--- src/hdl/jtl_pkg.sv ---
package jtl_pkg;

    localparam int CHAR_BITS = 8;
    localparam int OUT_NUM_BITS = 32;

    typedef enum logic [3:0]
    {
        MODE_IDLE = 4'b0001,
        MODE_NUM  = 4'b0010,
        MODE_STR  = 4'b0100,
        MODE_KEY  = 4'b1000
    } lex_mode_t;

    typedef enum logic [3:0]
    {
        TK_BRACKET = 4'd0,
        TK_COLON   = 4'd1,
        TK_COMMA   = 4'd2,
        TK_SBYTE   = 4'd3,
        TK_SEND    = 4'd4,
        TK_NUMBER  = 4'd5,
        TK_BOOL    = 4'd6,
        TK_NULL    = 4'd7,
        TK_NONE    = 4'd8
    } tok_kind_t;

    typedef enum logic [1:0]
    {
        KW_NULL  = 2'd0,
        KW_TRUE  = 2'd1,
        KW_FALSE = 2'd2,
        KW_SPARE = 2'd3
    } kw_pick_t;

    localparam logic [CHAR_BITS-1:0] CH_LBRACE = 8'h7B;
    localparam logic [CHAR_BITS-1:0] CH_RBRACE = 8'h7D;
    localparam logic [CHAR_BITS-1:0] CH_LBRACK = 8'h5B;
    localparam logic [CHAR_BITS-1:0] CH_RBRACK = 8'h5D;
    localparam logic [CHAR_BITS-1:0] CH_COLON  = 8'h3A;
    localparam logic [CHAR_BITS-1:0] CH_COMMA  = 8'h2C;
    localparam logic [CHAR_BITS-1:0] CH_QUOTE  = 8'h22;
    localparam logic [CHAR_BITS-1:0] CH_SPACE  = 8'h20;
    localparam logic [CHAR_BITS-1:0] CH_TAB    = 8'h09;
    localparam logic [CHAR_BITS-1:0] CH_CR     = 8'h0D;
    localparam logic [CHAR_BITS-1:0] CH_ZERO   = 8'h30;
    localparam logic [CHAR_BITS-1:0] CH_NINE   = 8'h39;
    localparam logic [CHAR_BITS-1:0] CH_N      = 8'h6E;
    localparam logic [CHAR_BITS-1:0] CH_T      = 8'h74;
    localparam logic [CHAR_BITS-1:0] CH_F      = 8'h66;

    typedef struct packed
    {
        tok_kind_t                kind;
        logic [CHAR_BITS-1:0]     char_value;
        logic [OUT_NUM_BITS-1:0]  number_value;
        logic                     bool_value;
    } token_t;

    // one queue entry: every token caused by one input byte
    typedef struct packed
    {
        token_t tok0;
        logic   has_two;
        token_t tok1;
    } entry_t;

    typedef struct packed
    {
        logic full;
        logic empty;
    } fifo_stat_t;

    typedef struct packed
    {
        logic      emit;
        token_t    tok;
        lex_mode_t mode;
        kw_pick_t  pick;
    } idle_res_t;

    function automatic logic is_digit(input logic [CHAR_BITS-1:0] b);
        return (b >= CH_ZERO) && (b <= CH_NINE);
    endfunction

    function automatic token_t make_tok(input tok_kind_t k, input logic [CHAR_BITS-1:0] ch);
        token_t t;
        t = '0;
        t.kind = k;
        t.char_value = ch;
        return t;
    endfunction

    // classify one byte with the lexer idle
    function automatic idle_res_t idle_decode(input logic [CHAR_BITS-1:0] b);
        idle_res_t r;
        r.emit = 1'b0;
        r.tok = make_tok(TK_NONE, '0);
        r.mode = MODE_IDLE;
        r.pick = KW_NULL;
        if (b == CH_SPACE || (b >= CH_TAB && b <= CH_CR))
        begin
            r.emit = 1'b0;
        end
        else if (b == CH_LBRACE || b == CH_RBRACE || b == CH_LBRACK || b == CH_RBRACK)
        begin
            r.emit = 1'b1;
            r.tok = make_tok(TK_BRACKET, b);
        end
        else if (b == CH_COLON)
        begin
            r.emit = 1'b1;
            r.tok = make_tok(TK_COLON, b);
        end
        else if (b == CH_COMMA)
        begin
            r.emit = 1'b1;
            r.tok = make_tok(TK_COMMA, b);
        end
        else if (is_digit(b))
        begin
            r.mode = MODE_NUM;
        end
        else if (b == CH_QUOTE)
        begin
            r.mode = MODE_STR;
        end
        else if (b == CH_N || b == CH_T || b == CH_F)
        begin
            r.mode = MODE_KEY;
            r.pick = (b == CH_N) ? KW_NULL : (b == CH_T) ? KW_TRUE : KW_FALSE;
        end
        else
        begin
            r.emit = 1'b1;
        end
        return r;
    endfunction

    function automatic logic [2:0] kw_len(input kw_pick_t p);
        return (p == KW_FALSE) ? 3'd5 : 3'd4;
    endfunction

    function automatic logic [CHAR_BITS-1:0] kw_char(input kw_pick_t p, input logic [2:0] pos);
        logic [CHAR_BITS-1:0] c;
        c = '0;
        case (p)
            KW_TRUE:
            begin
                case (pos)
                    3'd1: c = 8'h72;
                    3'd2: c = 8'h75;
                    3'd3: c = 8'h65;
                    default: c = '0;
                endcase
            end
            KW_FALSE:
            begin
                case (pos)
                    3'd1: c = 8'h61;
                    3'd2: c = 8'h6C;
                    3'd3: c = 8'h73;
                    3'd4: c = 8'h65;
                    default: c = '0;
                endcase
            end
            default:
            begin
                case (pos)
                    3'd1: c = 8'h75;
                    3'd2: c = 8'h6C;
                    3'd3: c = 8'h6C;
                    default: c = '0;
                endcase
            end
        endcase
        return c;
    endfunction

endpackage

--- src/hdl/jtl_front.sv ---
module jtl_front #(
    parameter int NUMBER_BITS = 32
) (
    input  logic                  clk,
    input  logic                  rst_n,
    input  logic                  in_valid,
    output logic                  in_ready,
    input  logic                  in_kind,
    input  logic [7:0]            in_byte,
    input  jtl_pkg::fifo_stat_t   q_stat,
    output logic                  push,
    output jtl_pkg::entry_t       push_entry
);
    import jtl_pkg::*;

    localparam int WIDE_BITS = NUMBER_BITS + 4;

    lex_mode_t              mode_reg, mode_next;
    logic [NUMBER_BITS-1:0] acc_reg, acc_next;
    kw_pick_t               pick_reg, pick_next;
    logic [2:0]             pos_reg, pos_next;

    logic      accept;
    idle_res_t ir;
    kw_pick_t  pick_eff;
    logic [WIDE_BITS-1:0] acc_w;
    logic [WIDE_BITS-1:0] acc_mac;
    token_t    num_tok;
    token_t    kw_tok;
    entry_t    ent;
    logic      have_tok;

    assign in_ready = !q_stat.full;
    assign accept = in_valid && in_ready;

    always_comb
    begin
        ir = idle_decode(in_byte);
        pick_eff = (pick_reg == KW_SPARE) ? KW_NULL : pick_reg;
        acc_w = WIDE_BITS'(acc_reg);
        // acc * 10 + digit, never above 16 * 2^NUMBER_BITS
        acc_mac = (acc_w << 3) + (acc_w << 1) + WIDE_BITS'(in_byte[3:0]);

        num_tok = make_tok(TK_NUMBER, '0);
        num_tok.number_value = OUT_NUM_BITS'(acc_reg);
        kw_tok = make_tok((pick_eff == KW_NULL) ? TK_NULL : TK_BOOL, '0);
        kw_tok.bool_value = (pick_eff == KW_TRUE);

        mode_next = mode_reg;
        acc_next = acc_reg;
        pick_next = pick_reg;
        pos_next = pos_reg;
        ent = '0;
        have_tok = 1'b0;

        if (in_kind)
        begin
            case (mode_reg)
                MODE_NUM:
                begin
                    have_tok = 1'b1;
                    ent.tok0 = num_tok;
                end
                MODE_STR:
                begin
                    have_tok = 1'b1;
                    ent.tok0 = make_tok(TK_SEND, '0);
                end
                MODE_KEY:
                begin
                    have_tok = 1'b1;
                    ent.tok0 = make_tok(TK_NONE, '0);
                end
                default:
                begin
                    have_tok = 1'b0;
                end
            endcase
            mode_next = MODE_IDLE;
            acc_next = '0;
            pick_next = KW_NULL;
            pos_next = '0;
        end
        else
        begin
            case (mode_reg)
                MODE_NUM:
                begin
                    if (is_digit(in_byte))
                    begin
                        if (acc_mac[WIDE_BITS-1:NUMBER_BITS] != 4'd0)
                            acc_next = '1;
                        else
                            acc_next = acc_mac[NUMBER_BITS-1:0];
                    end
                    else
                    begin
                        // number closes, then the byte is lexed from idle
                        have_tok = 1'b1;
                        ent.tok0 = num_tok;
                        ent.has_two = ir.emit;
                        ent.tok1 = ir.tok;
                        mode_next = ir.mode;
                        acc_next = '0;
                        pick_next = ir.pick;
                        pos_next = (ir.mode == MODE_KEY) ? 3'd1 : 3'd0;
                    end
                end
                MODE_STR:
                begin
                    have_tok = 1'b1;
                    if (in_byte == CH_QUOTE)
                    begin
                        ent.tok0 = make_tok(TK_SEND, '0);
                        mode_next = MODE_IDLE;
                    end
                    else
                    begin
                        ent.tok0 = make_tok(TK_SBYTE, in_byte);
                    end
                end
                MODE_KEY:
                begin
                    if (pos_reg < kw_len(pick_eff) && in_byte == kw_char(pick_eff, pos_reg))
                    begin
                        pos_next = pos_reg + 3'd1;
                        if (pos_next == kw_len(pick_eff))
                        begin
                            have_tok = 1'b1;
                            ent.tok0 = kw_tok;
                            mode_next = MODE_IDLE;
                            pick_next = KW_NULL;
                            pos_next = '0;
                        end
                    end
                    else
                    begin
                        have_tok = 1'b1;
                        ent.tok0 = make_tok(TK_NONE, '0);
                        ent.has_two = ir.emit;
                        ent.tok1 = ir.tok;
                        mode_next = ir.mode;
                        acc_next = (ir.mode == MODE_NUM) ? NUMBER_BITS'(in_byte[3:0]) : '0;
                        pick_next = ir.pick;
                        pos_next = (ir.mode == MODE_KEY) ? 3'd1 : 3'd0;
                    end
                end
                default:
                begin
                    have_tok = ir.emit;
                    ent.tok0 = ir.tok;
                    mode_next = ir.mode;
                    acc_next = (ir.mode == MODE_NUM) ? NUMBER_BITS'(in_byte[3:0]) : '0;
                    pick_next = ir.pick;
                    pos_next = (ir.mode == MODE_KEY) ? 3'd1 : 3'd0;
                end
            endcase
        end
    end

    assign push = accept && have_tok;
    assign push_entry = ent;

    always_ff @(posedge clk or negedge rst_n)
    begin
        if (!rst_n)
        begin
            mode_reg <= MODE_IDLE;
            acc_reg <= '0;
            pick_reg <= KW_NULL;
            pos_reg <= '0;
        end
        else if (accept)
        begin
            mode_reg <= mode_next;
            acc_reg <= acc_next;
            pick_reg <= pick_next;
            pos_reg <= pos_next;
        end
    end

endmodule

--- src/hdl/jtl_queue.sv ---
module jtl_queue #(
    parameter int DEPTH = 4
) (
    input  logic                 clk,
    input  logic                 rst_n,
    input  logic                 push,
    input  jtl_pkg::entry_t      push_entry,
    input  logic                 pop,
    output jtl_pkg::entry_t      pop_entry,
    output jtl_pkg::fifo_stat_t  stat
);
    import jtl_pkg::*;

    localparam int PTR_W = (DEPTH > 1) ? $clog2(DEPTH) : 1;
    localparam int CNT_W = $clog2(DEPTH + 1);

    entry_t             slot_reg [DEPTH];
    logic [PTR_W-1:0]   wr_ptr_reg, wr_ptr_next;
    logic [PTR_W-1:0]   rd_ptr_reg, rd_ptr_next;
    logic [CNT_W-1:0]   count_reg, count_next;
    logic               do_push, do_pop;

    assign stat.full = (count_reg == CNT_W'(DEPTH));
    assign stat.empty = (count_reg == '0);
    assign do_push = push && !stat.full;
    assign do_pop = pop && !stat.empty;
    assign pop_entry = slot_reg[rd_ptr_reg];

    always_comb
    begin
        wr_ptr_next = wr_ptr_reg;
        rd_ptr_next = rd_ptr_reg;
        count_next = count_reg;
        if (do_push)
            wr_ptr_next = (wr_ptr_reg == PTR_W'(DEPTH - 1)) ? '0 : wr_ptr_reg + PTR_W'(1);
        if (do_pop)
            rd_ptr_next = (rd_ptr_reg == PTR_W'(DEPTH - 1)) ? '0 : rd_ptr_reg + PTR_W'(1);
        if (do_push && !do_pop)
            count_next = count_reg + CNT_W'(1);
        else if (!do_push && do_pop)
            count_next = count_reg - CNT_W'(1);
    end

    always_ff @(posedge clk or negedge rst_n)
    begin
        if (!rst_n)
        begin
            wr_ptr_reg <= '0;
            rd_ptr_reg <= '0;
            count_reg <= '0;
        end
        else
        begin
            wr_ptr_reg <= wr_ptr_next;
            rd_ptr_reg <= rd_ptr_next;
            count_reg <= count_next;
        end
    end

    always_ff @(posedge clk)
    begin
        if (do_push)
            slot_reg[wr_ptr_reg] <= push_entry;
    end

endmodule

--- src/hdl/jtl_back.sv ---
module jtl_back (
    input  logic                 clk,
    input  logic                 rst_n,
    input  jtl_pkg::fifo_stat_t  q_stat,
    input  jtl_pkg::entry_t      q_entry,
    output logic                 pop,
    output logic                 out_valid,
    input  logic                 out_ready,
    output jtl_pkg::token_t      out_tok,
    output logic                 out_last
);
    import jtl_pkg::*;

    logic   valid_reg, valid_next;
    logic   pend_reg, pend_next;
    token_t tok_reg, tok_next;
    token_t pend_tok_reg, pend_tok_next;
    logic   last_reg, last_next;
    logic   load;

    assign load = !valid_reg || out_ready;

    always_comb
    begin
        valid_next = valid_reg;
        pend_next = pend_reg;
        tok_next = tok_reg;
        pend_tok_next = pend_tok_reg;
        last_next = last_reg;
        pop = 1'b0;
        if (load)
        begin
            if (pend_reg)
            begin
                // second token of a two-token entry
                tok_next = pend_tok_reg;
                last_next = 1'b1;
                valid_next = 1'b1;
                pend_next = 1'b0;
            end
            else if (!q_stat.empty)
            begin
                pop = 1'b1;
                tok_next = q_entry.tok0;
                last_next = !q_entry.has_two;
                valid_next = 1'b1;
                pend_next = q_entry.has_two;
                pend_tok_next = q_entry.tok1;
            end
            else
            begin
                valid_next = 1'b0;
            end
        end
    end

    always_ff @(posedge clk or negedge rst_n)
    begin
        if (!rst_n)
        begin
            valid_reg <= 1'b0;
            pend_reg <= 1'b0;
        end
        else
        begin
            valid_reg <= valid_next;
            pend_reg <= pend_next;
        end
    end

    always_ff @(posedge clk)
    begin
        tok_reg <= tok_next;
        pend_tok_reg <= pend_tok_next;
        last_reg <= last_next;
    end

    assign out_valid = valid_reg;
    assign out_tok = tok_reg;
    assign out_last = last_reg;

endmodule

--- src/hdl/json_token_lexer.sv ---
// channel  | dir | tdata (low bit up)                            | tuser       | tlast
// s_*      | in  | text_byte[7:0]                                | kind        | -
// m_*      | out | char_value[7:0], number_value[39:8],          | token_kind  | last
//          |     | bool_value[40], zero pad [47:41]              |             |
//
// One byte is accepted per cycle while the token queue has room; the lexer state update
// (including the acc*10+digit step) completes in that cycle. The output drains one token
// per cycle while m_tready is high; a byte that yields two tokens sends them in order,
// with tlast on the second. A token passes through the queue and the output register
// before it appears on m_*. rst_n is asynchronous and empties the queue and lexer state.
// Output stalls back up through the queue of QUEUE_DEPTH entries before s_tready drops.
module json_token_lexer #(
    parameter int NUMBER_BITS = 32,
    parameter int QUEUE_DEPTH = 4
) (
    input  logic        clk,
    input  logic        rst_n,
    input  logic        s_tvalid,
    output logic        s_tready,
    input  logic [7:0]  s_tdata,   // text_byte[7:0]
    input  logic [0:0]  s_tuser,   // kind[0]
    output logic        m_tvalid,
    input  logic        m_tready,
    output logic [47:0] m_tdata,   // char_value[7:0], number_value[39:8], bool_value[40]
    output logic [3:0]  m_tuser,   // token_kind[3:0]
    output logic        m_tlast
);
    import jtl_pkg::*;

    logic       push;
    entry_t     push_entry;
    logic       pop;
    entry_t     pop_entry;
    fifo_stat_t q_stat;
    token_t     out_tok;

    jtl_front #(
        .NUMBER_BITS(NUMBER_BITS)
    ) u_front (
        .clk        (clk),
        .rst_n      (rst_n),
        .in_valid   (s_tvalid),
        .in_ready   (s_tready),
        .in_kind    (s_tuser[0]),
        .in_byte    (s_tdata),
        .q_stat     (q_stat),
        .push       (push),
        .push_entry (push_entry)
    );

    jtl_queue #(
        .DEPTH(QUEUE_DEPTH)
    ) u_queue (
        .clk        (clk),
        .rst_n      (rst_n),
        .push       (push),
        .push_entry (push_entry),
        .pop        (pop),
        .pop_entry  (pop_entry),
        .stat       (q_stat)
    );

    jtl_back u_back (
        .clk       (clk),
        .rst_n     (rst_n),
        .q_stat    (q_stat),
        .q_entry   (pop_entry),
        .pop       (pop),
        .out_valid (m_tvalid),
        .out_ready (m_tready),
        .out_tok   (out_tok),
        .out_last  (m_tlast)
    );

    assign m_tdata = {7'b0, out_tok.bool_value, out_tok.number_value, out_tok.char_value};
    assign m_tuser = out_tok.kind;

endmodule

--- config.mk ---
export PLATFORM = sky130hd
export DESIGN_NAME = json_token_lexer
export DESIGN_NICKNAME = d
export VERILOG_FILES = /design/src/hdl/jtl_pkg.sv /design/src/hdl/jtl_front.sv /design/src/hdl/jtl_queue.sv /design/src/hdl/jtl_back.sv /design/src/hdl/json_token_lexer.sv
export SDC_FILE = /design/constraint.sdc
export NUM_CORES = 1
export LEC_CHECK = 0
export BUFFER_PORTS_ARGS = -buffer_cell sky130_fd_sc_hd__buf_2
export CAP_MARGIN = 0
export CORE_AREA = 2 2 199 221
export CTS_BUF_LIST = sky130_fd_sc_hd__clkbuf_16
export DETAILED_ROUTE_END_ITERATION = 8
export DIE_AREA = 0 0 201 223
export GPL_TIMING_DRIVEN = 0
export PLACE_DENSITY = 0.52
export RECOVER_POWER = 25
export SYNTH_ARGS = -nofsm -noshare
export SYNTH_HDL_FRONTEND = slang
export SYNTH_SLANG_ARGS = --single-unit
--- constraint.sdc ---
create_clock -name clk -period 6 [get_ports clk]
set_input_delay 0.6 -clock clk [delete_from_list [all_inputs] [get_ports clk]]
set_output_delay 0.6 -clock clk [all_outputs]
set_load 0.05 [all_outputs]
# After elaboration in Yosys (flattened, before gate mapping)

Memory sizes are Yosys's and may differ from the RTL's.
Cells that the tools add are included.

$add $sub $neg: 7
Multiply operators: 0
Divide/modulo/power cells: 0
$lt $le $gt $ge: 5
Eq/ne operators: 34
Shift-type cells: 0
Muxes and demuxes: 82
Bitwise gates (word level): 2
Reductions and logical operators: 34

Operator list:

| kind                                                | count |
|---|---|
| 2-to-1 mux 45 bit                                   | 6 |
| one-hot mux 45 bit (3 select lines)                 | 2 |
| 2-to-1 mux 46 bit                                   | 4 |
| 2-to-1 mux 32 bit                                   | 4 |
| one-hot mux 32 bit (3 select lines)                 | 1 |
| one-hot mux 46 bit (2 select lines)                 | 1 |
| 2-to-1 mux 90 bit                                   | 1 |
| equality test 8 x 7 -> 1 bit, second input constant | 7 |
| 2-to-1 mux 51 bit                                   | 1 |
| 2-to-1 mux 44 bit                                   | 1 |
| adder 35 x 33 -> 36 bit                             | 1 |
| adder 36 x 4 -> 36 bit                              | 1 |
| equality test 8 x 6 -> 1 bit, second input constant | 4 |
| 2-to-1 mux 4 bit                                    | 8 |
| one-hot mux 7 bit (4 select lines)                  | 1 |
| 2-to-1 mux 6 bit                                    | 4 |
| 2-to-1 mux 1 bit                                    | 22 |
| 2-to-1 mux 2 bit                                    | 11 |
| one-hot mux 7 bit (3 select lines)                  | 1 |
| 2-to-1 mux 3 bit                                    | 6 |
| 2-to-1 mux 8 bit                                    | 2 |
| one-hot mux 8 bit (2 select lines)                  | 1 |
| one-hot mux 7 bit (2 select lines)                  | 1 |
| one-hot mux 4 bit (3 select lines)                  | 1 |
| other kinds (38)                                    | 72 |

Flip-flop bits (word level): 141
Bits in latches: 0
Bits in writable memories: 364
Memory bits (read-only): 0
Output and inout port bits: 55
Word-level logic and storage cells: 183
Memories kept: 1

Memory list:

| memory           | depth | width | read ports | clocked after Yosys merged registers in | write ports | RTL line        | text |
|---|---|---|---|---|---|---|---|
| u_queue.slot_reg | 4     | 91    | 1          | 0                                       | 1           | jtl_queue.sv:17 | `entry_t slot_reg [DEPTH];` |

# Depth between registers and ports, before layout

Depth in word-level cells: 18
Depth in mapped cells: 17

# By module

From an unflattened synthesis, not the netlist that was laid out.

Cell total of the unflattened synthesis: 1,402
Area total of the unflattened synthesis: 22,569.1 sq um

By module, submodules not included:

| module           | instances | cells an instance | area each (sq um) |
|---|---|---|---|
| jtl_queue        | 1         | 512               | 13,571.8 |
| jtl_front        | 1         | 730               | 5,526.6 |
| jtl_back         | 1         | 152               | 3,414.5 |
| json_token_lexer | 1         | 8                 | 56.3 |

# Worst setup path before layout

No wires, ideal clock.

Path kind: register to register
Start: register u_front.pos_reg[1]
End: memory u_queue.slot_reg[0][33] in the netlist's numbering (enable)
Setup time: 0.421 ns
Data arrival time: 3.629 ns
Slack: 1.951 ns
Cell stages (with the launch flop): 12
Path buffers: 0
Cell sequence: dfrtp_1 inv_1 ha_1 or3_1 o211a_2 o31ai_4 a21oi_1 a32o_2 nand4_4 nor4_4 a211oi_4 and2_1

Word-level cells in the longest chain between the ends: 15

Ends and longest elaborated chain:

| item                                     | RTL line                                       | text |
|---|---|---|
| start, declared                          | jtl_front.sv:21                                | `logic [2:0] pos_reg, pos_next;` |
| start signal, assigned                   | jtl_front.sv:178                               | `pos_reg <= pos_next;` |
| equality test 3 x 2 -> 1 bit             | jtl_pkg.sv:149, jtl_pkg.sv:158, jtl_pkg.sv:168 |  |
| OR reduction 2 bit (no source line)      | --                                             |  |
| one-hot mux 7 bit (2 select lines)       | jtl_pkg.sv:168                                 | `case (pos)` |
| one-hot mux 8 bit (2 select lines)       | jtl_pkg.sv:146                                 | `case (p)` |
| 2-to-1 mux 8 bit                         | jtl_front.sv:86                                | `case (mode_reg)` |
| 2-to-1 mux 8 bit                         | jtl_front.sv:56                                | `if (in_kind)` |
| equality test 8 bit                      | jtl_front.sv:124                               | `if (pos_reg < kw_len(pick_eff) && in_byte == kw_char(pick_eff, pos_reg))` |
| logical AND 1 bit                        | jtl_front.sv:124                               |  |
| 2-to-1 mux 1 bit *                       | jtl_front.sv:124                               |  |
| one-hot mux 1 bit (3 select lines) *     | jtl_front.sv:86                                |  |
| 2-to-1 mux 1 bit *                       | jtl_front.sv:56                                |  |
| logical AND 1 bit *                      | jtl_front.sv:161                               | `assign push = accept && have_tok;` |
| logical AND 1 bit *                      | jtl_queue.sv:25                                | `assign do_push = push && !stat.full;` |
| named net u_queue.do_push                | jtl_queue.sv:21                                | `logic do_push, do_pop;` |
| 2-to-1 mux 1 bit *                       | jtl_queue.sv:62                                | `if (do_push)` |
| 2-to-1 mux 1 bit (implied by the code) * | jtl_queue.sv:63                                | `slot_reg[wr_ptr_reg] <= push_entry;` |
| end, declared                            | jtl_queue.sv:17                                |  |

Mark *: on every way through the listed nets, which the timed path passes. The rest lies on a longest branch. The select of a mux whose other input is x is not followed.

# Worst setup path in the final report

Start: register u_front.acc_reg[0]
End: register u_front.acc_reg[28]

Word-level cells in the longest chain between the ends: 7

Ends and longest elaborated chain:

| item                                  | RTL line         | text |
|---|---|---|
| start, declared                       | jtl_front.sv:19  | `logic [NUMBER_BITS-1:0] acc_reg, acc_next;` |
| start signal, assigned                | jtl_front.sv:176 | `acc_reg <= acc_next;` |
| adder 35 x 33 -> 36 bit *             | jtl_front.sv:42  | `acc_mac = (acc_w << 3) + (acc_w << 1) + WIDE_BITS'(in_byte[3:0]);` |
| adder 36 x 4 -> 36 bit *              | jtl_front.sv:42  |  |
| nonzero test 4 bit                    | jtl_front.sv:91  | `if (acc_mac[WIDE_BITS-1:NUMBER_BITS] != 4'd0)` |
| 2-to-1 mux 32 bit *                   | jtl_front.sv:91  |  |
| 2-to-1 mux 32 bit *                   | jtl_front.sv:89  | `if (is_digit(in_byte))` |
| one-hot mux 32 bit (3 select lines) * | jtl_front.sv:86  |  |
| 2-to-1 mux 32 bit *                   | jtl_front.sv:56  |  |

Mark *: on every way between the ends. The rest lies on a longest branch, timed or not.
A chain may end at the register's enable or synchronous reset.

==> impl_results.md <==
- Ant diodes: 0
- Crit-path cells: fa_1, fa_1, a211oi_1, o211ai_1, a211oi_1, o211ai_1, nand2_1, nor2_1, o21ai_1, buf_2, buf_2, nor3_1, o21ai_1
- Setup TNS Final: 0 ns
- Chip width: between 200 and 250 um
- Initial core utilization: ~37%
- Grt met3 use: under 10%
- Pins Over Slew Limit: between 50 and 60
- Mapped Avg Cell Area: approximately 14 um2
- # DRC: 0
- CTS tree: done
- Register area share after synthesis: 61.4%
- Number of synthesized flops with an enable pin: roughly 290
- Via count: ~9,600
- Worst-Margin Slew: between 3 and 4 ns
- CP Buf/Inv Count: 2
- Met2 Track Usage GR: 29.0%
- GRT overflow: 0
- Hold Path Stages: 3
- Port Buffers: 60
- Sink Count: ~340
- Post-Syn Area: between 15,000 and 20,000 um2
- CTS root buffer: clkbuf_16
- Final #Nets: around 1,300
- Global-route wire length before repair: between 50,000 and 60,000 um
- Clock Latency Late Sink: ~0.52 ns
- Hold crit path type: input port to register
- Hold Vio Cnt, Final: 0
- DP HPWL: approximately 25,000 um
- Flops & latches, synth: 335
- Largest delay share family, worst path: compound AO/OA/AOI/OAI gates
- Wire per inst: ~20 um
- Initial antenna violation count: 0
- Status: finished with violations
- Worst endpoint required time: between 6 and 7 ns
- Largest net degree at the start of global routing: just over 50
- Drt total wl: ~37,000 um
- Crit-path max cell delay: 0.53 ns
- Post-CTS setup buffer count: 0
- Xor/xnor share of the synthesized area: approximately 1.9%
- Critical path depth: 13
- GPL Wtd Cong: ~0.86
- Die area: 44,800 um2
- Met1 Use GR: between 20% and 30%
- Worst setup path class: register to register
- Most frequent cells in the layout: edfxtp_1 (285), clkbuf_1 (89), nand2_1 (77), ha_1 (77), nor2_1 (60)
- Area Growth Syn to Fin: 13.7%
- Simple-Gate Fraction of Synth Area: about 11%
- Finished Cell Area: about 18,000 um2
- Setup crit end kind: register
- Vias in the first global route: ~9,900
- CP Data Arrival Time: around 4.3 ns
- Hold WS: roughly 0.45 ns
- Power per Cell Area: approximately 400 nW/um2
- Crit Path Max Fanout: 10
- Initial DRC Count: between 700 and 800
- Total of max-cap violations: 1
- Htree depth: 2
- Tcrit/Tclk final: 64.5%
- Hold buffers post-CTS: 0
- TritonRoute pass-1 iters: 6
- Post-synthesis cell type count: 70
- Largest family of logic cells by synthesized area: simple AND/OR/NAND/NOR gates
- Mapped Cells: roughly 1,100
- Io pins: 68
- Max FFs per register: between 200 and 250
- Post-CTS sizing: 0
- Yosys warning count: 0
- Row count: 80
- Fmax: 0.258 GHz
- Clock-pin slew on the worst setup and hold paths: roughly 0.060 ns
- Commonest non-fill, non-tap cell in the layout: edfxtp_1
- Compound-Gate Fraction of Synth Area: 7.65%
- Antenna-violating nets left: 0
- P_leak: 6.67 nW
- Failing checks: capacitance limit, slew limit
- Final min period: 3.87 ns
- RSZ-0062 raised after global routing: no
- CTS buffer count: 36
- Placed cell areas: 17,200 um2
- IR Drop Worst-Case VDD: approximately 200 uV
- Post-Synth Adder-Cell Area: between 6 and 7%
- Core Area: ~43,000 um2
- Ys async rst share: around 15%
- Ys flop type: edfxtp_1
- # setup viols final: 0
- Worst setup SP type: register
- Total Routing Usage GR: between 10% and 20%
- PnR Total Power: just over 7 mW
- Mux share of post-synthesis cell area: under 10%
- Slew HR: -104%
- Die Ht: approximately 220 um
- Clock tree buffer depth: 3
- R2r worst-path depth: 13
- GRT busiest layer: met2
- Via density: 5.21
- Slowest stage cell, crit path: fa_1
- Setup Skew: roughly 0.013 ns
- Layout cells sized above 1: 13.8%
-- power breakdown --
part	switching, mW	total, mW	leakage (nW)	internal [mW]
combinational	1.29	1.94	2.69	0.652
clock	0.875	2.03	0.570	1.16
sequential	0.118	3.08	3.41	2.97
-- worst paths after layout --
path / startpoint / to / slack, ns
worst max-delay path: u_front.acc_reg[0] / u_front.acc_reg[28] / 2.13
min in group asynchronous: rst_n / u_back.out_valid / 1.08
worst max register to register: u_front.acc_reg[0] / u_front.acc_reg[28] / 2.13
worst min-delay path: m_tready / u_back.out_valid / 0.45
max in group asynchronous: rst_n / u_front.acc_reg[10] / 3.18
worst min register to register: u_queue.count_reg[2] / u_queue.count_reg[2] / 0.53
-- layout make-up --
type,instances,area (um2)
clock inverters,27,146
plain buffers,57,259
inverters,22,82.6
clock buffers,37,926
repair buffers,66,342
flip-flops and latches,335,9810
multi-input cells,727,5880
fillers,4006,24600
well taps,574,718
-- per-layer routing --
layer  vias up  routed length (um)
li1       4558                   -
met1      4842               16000
met2       177               18500
met3        38                1260
met4         0                 720
met5         -                   0
-- synth_stat cells, drive strengths merged, types with 4 or more instances --
master    n  area share, %
a211oi   10           0.55
a21o     11           0.52
a21oi    48            1.6
a31oi     4           0.16
and2     40            1.6
and3      6           0.24
buf      21           0.78
clkbuf   36           0.85
dfrtp    49            7.7
edfxtp  285             54
ha       77            6.0
inv      22           0.52
mux2     16            1.2
mux4     57            8.0
nand2    77            1.8
nand2b    6           0.24
nand3    22           0.69
nand4     9           0.45
nor2     62            1.5
nor2b    39            1.5
nor3     41            1.3
nor4     13           0.74
o211ai   10           0.47
o21a      4           0.19
o21ai    62            1.9
o22ai     6           0.24
o31ai     9           0.60
or2       5           0.20
or3       5           0.20
or4       6           0.28
xnor2    20            1.1
xor2     15           0.82
-- worst min-delay path, stage by stage --
cell,delay [ns]
buf_2,0.07
nor2b_1,0.09
nand2b_1,0.16
-- cells by family (layout without fill, tap and decap cells) --
family / count (synthesis) / in the layout
and+or+nand+nor: 337 / 337
DFF: 335 / 335
AOI/OAI and AO/OA: 188 / 188
adders and majority gates: 80 / 80
buffers and inverters: 79 / 209
muxes: 76 / 76
xor gates and xnor gates: 35 / 35
other: 1 / 11
-- per-stage QoR --
stage | util (%) | instances | setup WS (ns)
after floorplan | - | 1141 | 1.95
after detailed placement | 40.2 | 1781 | 1.87
after CTS | 42.7 | 1845 | 2.14
after global placement | 39.8 | 1775 | 0.265
final | 42.5 | 1845 | 2.13
after global routing | 42.5 | 1845 | 1.85
No activity file was read; power rests on OpenSTA's default activity.
